<file path="config.mk">
export PLATFORM = sky130hd
export DESIGN_NAME = kccb_ram
export DESIGN_NICKNAME = d
export VERILOG_FILES = /design/src/rtl/core/kccb_ram.sv
export SDC_FILE = /design/constraint.sdc
export NUM_CORES = 2
export LEC_CHECK = 0
export BUFFER_PORTS_ARGS = -buffer_cell sky130_fd_sc_hd__clkbuf_2
export CAP_MARGIN = 20
export CORE_AREA = 2 2 484 486
export DETAILED_ROUTE_END_ITERATION = 8
export DIE_AREA = 0 0 486 488
export PLACE_DENSITY = 0.48
export SLEW_MARGIN = 15
export SYNTH_ARGS = -nofsm -noshare
export SYNTH_HDL_FRONTEND = slang
export SYNTH_SLANG_ARGS = --single-unit
</file>
<file path="constraint.sdc">
create_clock -name clk -period 3.5 [get_ports clk]
set_clock_uncertainty 0.15 [all_clocks]
set_input_delay 0.175 -clock clk [delete_from_list [all_inputs] [get_ports clk]]
set_output_delay 0.175 -clock clk [all_outputs]
set_load 0.005 [all_outputs]
</file>
<file path="src/rtl/core/kccb_ram.sv">
`timescale 1ns / 1ps
// ----------------------------------------------------------------------------
// kccb_ram
// Single-port synchronous byte memory, one access per cycle, registered read.
// ----------------------------------------------------------------------------
module kccb_ram #(
    parameter int DEPTH  = 256,
    parameter int DATA_W = 8,
    localparam int ADDR_W = $clog2(DEPTH)
) (
    input  logic              clk,
    input  logic              we,
    input  logic [ADDR_W-1:0] addr,
    input  logic [DATA_W-1:0] wdata,
    output logic [DATA_W-1:0] rdata
);

    logic [DATA_W-1:0] mem [0:DEPTH-1];

    always_ff @(posedge clk)
    begin
        if (we)
        begin
            mem[addr] <= wdata;
        end
        rdata <= mem[addr];
    end

endmodule
</file>
Yosys cells after proc, flatten, opt, wreduce, memory -nomap -nowiden --
Memory sizes are Yosys's and may differ from the RTL's. A register that Yosys moved wholly into a read port is not among the register bits. Cells that the tools add are included.
Word-level totals: register bits after elaboration 0, memory bits (writable) 2048, input bits 18, output and inout port bits 8, logic and storage cells 3, memories kept 1
Operators by class: multiplexer cells 2
Memory list:
- mem | words 256, width 8, rd ports 1, clocked after Yosys merged registers in 1, write ports 1, RTL line 18 | logic [DATA_W-1:0] mem [0:DEPTH-1];
Operators with widths (count):
- 2-to-1 mux 1 bit | 2

Depth between registers and ports, before layout --
depth in word-level cells 2, depth in mapped cells 10, depth with buffers taken out 5

Least setup slack after synthesis --
OpenSTA, ideal clock, no wires.
path kind input to register, start in addr[1], end mem mem[111][0] (enable), library setup time 0.370 ns, data arrival time 2.024 ns, data required time 2.980 ns, slack 0.956 ns, cell stages on the path 9, path buffers 5, cells stage by stage buf_2 > clkbuf_1 > clkbuf_1 > nand2_1 > buf_2 > nor2_1 > nand2_1 > clkbuf_1 > nor2_1
RTL lines:
- start, declared | RTL line 13 | input logic [ADDR_W-1:0] addr,
- end, declared | RTL line 18
No word-level cell before the write port.

==> flow_metrics.tcl <==
set metrics [dict create \
    worstPathMaxFanout 1 \
    die-height_um 488 \
    cap_viol_max_count 0 \
    critPathKind "flop to flop" \
    synth.yosys.warnings 0 \
    syn2layout_area_growth_pct 18.3 \
    initial_core_util_pct 33.9 \
    whs_ns 0.136 \
    dp.final_hpwl_um 135000 \
    rows 177 \
    finalSetupViolations 0 \
    ctsResizeCount 0 \
    via_count 38500 \
    drtIter0Drc 4071 \
    synth_cell_types 22 \
    fp.dieArea_um2 237000 \
    clock-root-buffer "clkbuf_16" \
    worst_ep_required_time_ns 4.06 \
    fin_tns_setup_ns 0 \
    cp-end-kind "flop" \
    grt_antenna_before_repair 8 \
    cts.sinks 2056 \
    static-leakage-power_nw 28.9 \
    cts_tree "built" \
    power.ir.vdd_worst_mv 0.519 \
    path_clk_slew_ns 0.06 \
    first_pass_detailed_route_iteration_total 6 \
    postLayoutSetupSlackWorst_ns 0.366 \
    layout_worst_path_cycle_share_pct 89.5 \
    report.final.slew_viol_count 0 \
    syn_inst 3547 \
    clkLatencyLatePin_ns 0.86 \
    timing.max_slew.rel_slack_pct 14.8 \
    result_of_the_run "complete, no violations" \
    arrival_ns 3.69 \
    hold_path.class "input port to flop" \
    synth_nets 3565 \
    core_footprint_um2 232000 \
    fin_cells 7298 \
    post_placement_cell_count 6890 \
    crit_path_cell_trace "mux4_2, a22oi_1, a21oi_1, o41ai_1, buf_4, nand4_1" \
    globalplace.congestion 0.783 \
    finish.net_count 4092 \
    fraction_of_final_layout_cells_with_drive_strength_greater_than_1_pct 32.2 \
    cp_slowest_stage_delay_ns 1.11 \
    place.port_buffers 25 \
    die_width_um 486 \
    start_kind "flop" \
    power_density_nw_per_um2 555 \
    tightestPinTransition_ns 1.26 \
    power.total_mw 51.5 \
    num_io_pins 26 \
    global_route.usage.total_pct 18.1 \
    cts_made_buffers 211 \
    route.detailed.drc 0 \
    route.detailed.wl_per_inst_um 29.5 \
    grt_pass1_wl_um 306000 \
    grt_setup_unrepaired "no" \
    yosysSeqAreaShare_pct 78.6 \
    syn-mean-instance-area_um2 22.1 \
    via_per_inst 5.28 \
    clock_tree.htree_level_count 4 \
    final-hold-violation-count 0 \
    crit_path_top_delay_cell "o41ai_1" \
    placement.setup.worst_slack_ns -0.257 \
    maximum_buffer_depth_of_the_clock_tree 3 \
    finalWirelength_um 216000 \
    postSynthRegisterBits 2056 \
    grt_max_degree 120 \
    synth.cell_area_um2 78500 \
    crit_path_time_final_ns 3.13 \
    drtAntennaViolNets 0 \
    highest_attainable_clock_frequency_mhz 319 \
    grt_overflow_total 0 \
    vias_in_the_first_global_route 39700 \
]
final cells by class:
| cell class | instances | area, um^2 |
|---|---|---|
| clock inverters | 135 | 1180 |
| repair buffers | 546 | 4880 |
| multi-input cells | 1258 | 15800 |
| well taps | 3043 | 3810 |
| flip-flops and latches | 2056 | 61700 |
| diodes | 2 | 5.00 |
| inverters | 1 | 3.75 |
| clock buffers | 257 | 5480 |
| fillers | 20400 | 139000 |
cells by family (layout without fill, tap and decap cells):
kind of cell	Yosys count	count (layout)	share of synthesized area, %
compound gates	416	416	3.62
flops	2056	2056	78.6
simple gates	330	330	1.73
buf+inv	233	939	1.40
mux	512	512	14.7
other cells	0	2	0
power by group:
group | leakage (nW) | internal [mW] | switching, mW
registers | 18.5 | 27.1 | 0.0355
logic | 7.21 | 0.934 | 1.63
clock network | 3.26 | 12.2 | 9.59
sequential cells by signal (all words and copies together) (netlist names):
| signal | cells |
|---|---|
| mem | 2048 |
| rdata | 8 |
routing by layer:
layer / up-vias / GRT usage [%] / part of all wire (%)
li1: 16100 / - / -
met1: 21100 / 25.3 / 44
met2: 1028 / 30.1 / 49
met3: 235 / 2.67 / 4.9
met4: 2 / 3.96 / 1.7
met5: - / 0 / 0.0074
placed cells by master, fill, tap and decap left out, types with 3 or more instances in the layout:
| cell type | instances |
|---|---|
| nor2_1 | 231 |
| nand2_1 | 23 |
| a21oi_1 | 128 |
| clkinv_16 | 3 |
| clkinv_2 | 49 |
| nand3_2 | 8 |
| edfxtp_1 | 2048 |
| buf_8 | 10 |
| clkinvlp_4 | 7 |
| dlygate4sd3_1 | 14 |
| clkinv_4 | 5 |
| nand2_2 | 5 |
| clkbuf_1 | 44 |
| dfxtp_1 | 8 |
| nand2b_1 | 4 |
| clkbuf_16 | 212 |
| a22oi_1 | 256 |
| nand3_1 | 5 |
| buf_4 | 448 |
| nand4_1 | 8 |
| mux4_2 | 512 |
| clkbuf_2 | 15 |
| buf_12 | 57 |
| bufinv_16 | 14 |
| clkinv_1 | 45 |
| inv_6 | 5 |
| clkinv_8 | 4 |
| nor3_1 | 30 |
| o41ai_1 | 30 |
| nor2b_1 | 5 |
critical path: cells and delay by family (launching register included):
family          cells  cell delay (ns)
flops               1             0.37
simple gates        1             0.08
mux                 1             0.52
compound gates      3             1.63
buf+inv             1             0.25
synthesized netlist by cell type, drive strengths merged:
master | number | share of area (%)
edfxtp | 2048 | 78
mux4 | 512 | 15
a22oi | 256 | 2.4
nor2 | 232 | 1.1
clkbuf | 145 | 0.69
a21oi | 128 | 0.82
buf | 87 | 0.70
o41ai | 32 | 0.36
nor3 | 30 | 0.19
nand2 | 28 | 0.13
nand3 | 13 | 0.083
dfxtp | 8 | 0.20
nand4 | 8 | 0.064
nor2b | 7 | 0.056
nand2b | 6 | 0.048
and2 | 3 | 0.024
or2 | 2 | 0.016
inv | 1 | 0.0048
or3 | 1 | 0.0080
worst paths after layout:
| kind | from | end | slack [ns] | depth (start not counted) |
|---|---|---|---|---|
| min | addr[1] | mem[167][1] | 0.14 | 4 |
| max | mem[59][5] | rdata[5] | 0.37 | 6 |
| max reg2reg | mem[59][5] | rdata[5] | 0.37 | 6 |
| min reg2reg | mem[96][3] | rdata[3] | 0.85 | 5 |
per-stage QoR:
step           util [%]  area (um^2)
2_1_floorplan         -        78500
3_3_place_gp       37.1        86000
3_5_place_dp       37.1        86000
4_1_cts            40.0        92800
5_1_grt            40.0        92900
6_report           40.0        92900
what timing repair did:
action,CTS,global route
hold buffers,14,0
setup buffers,0,0
endpoints found under the hold margin,1329,0
No activity file was read; power rests on OpenSTA's default activity.
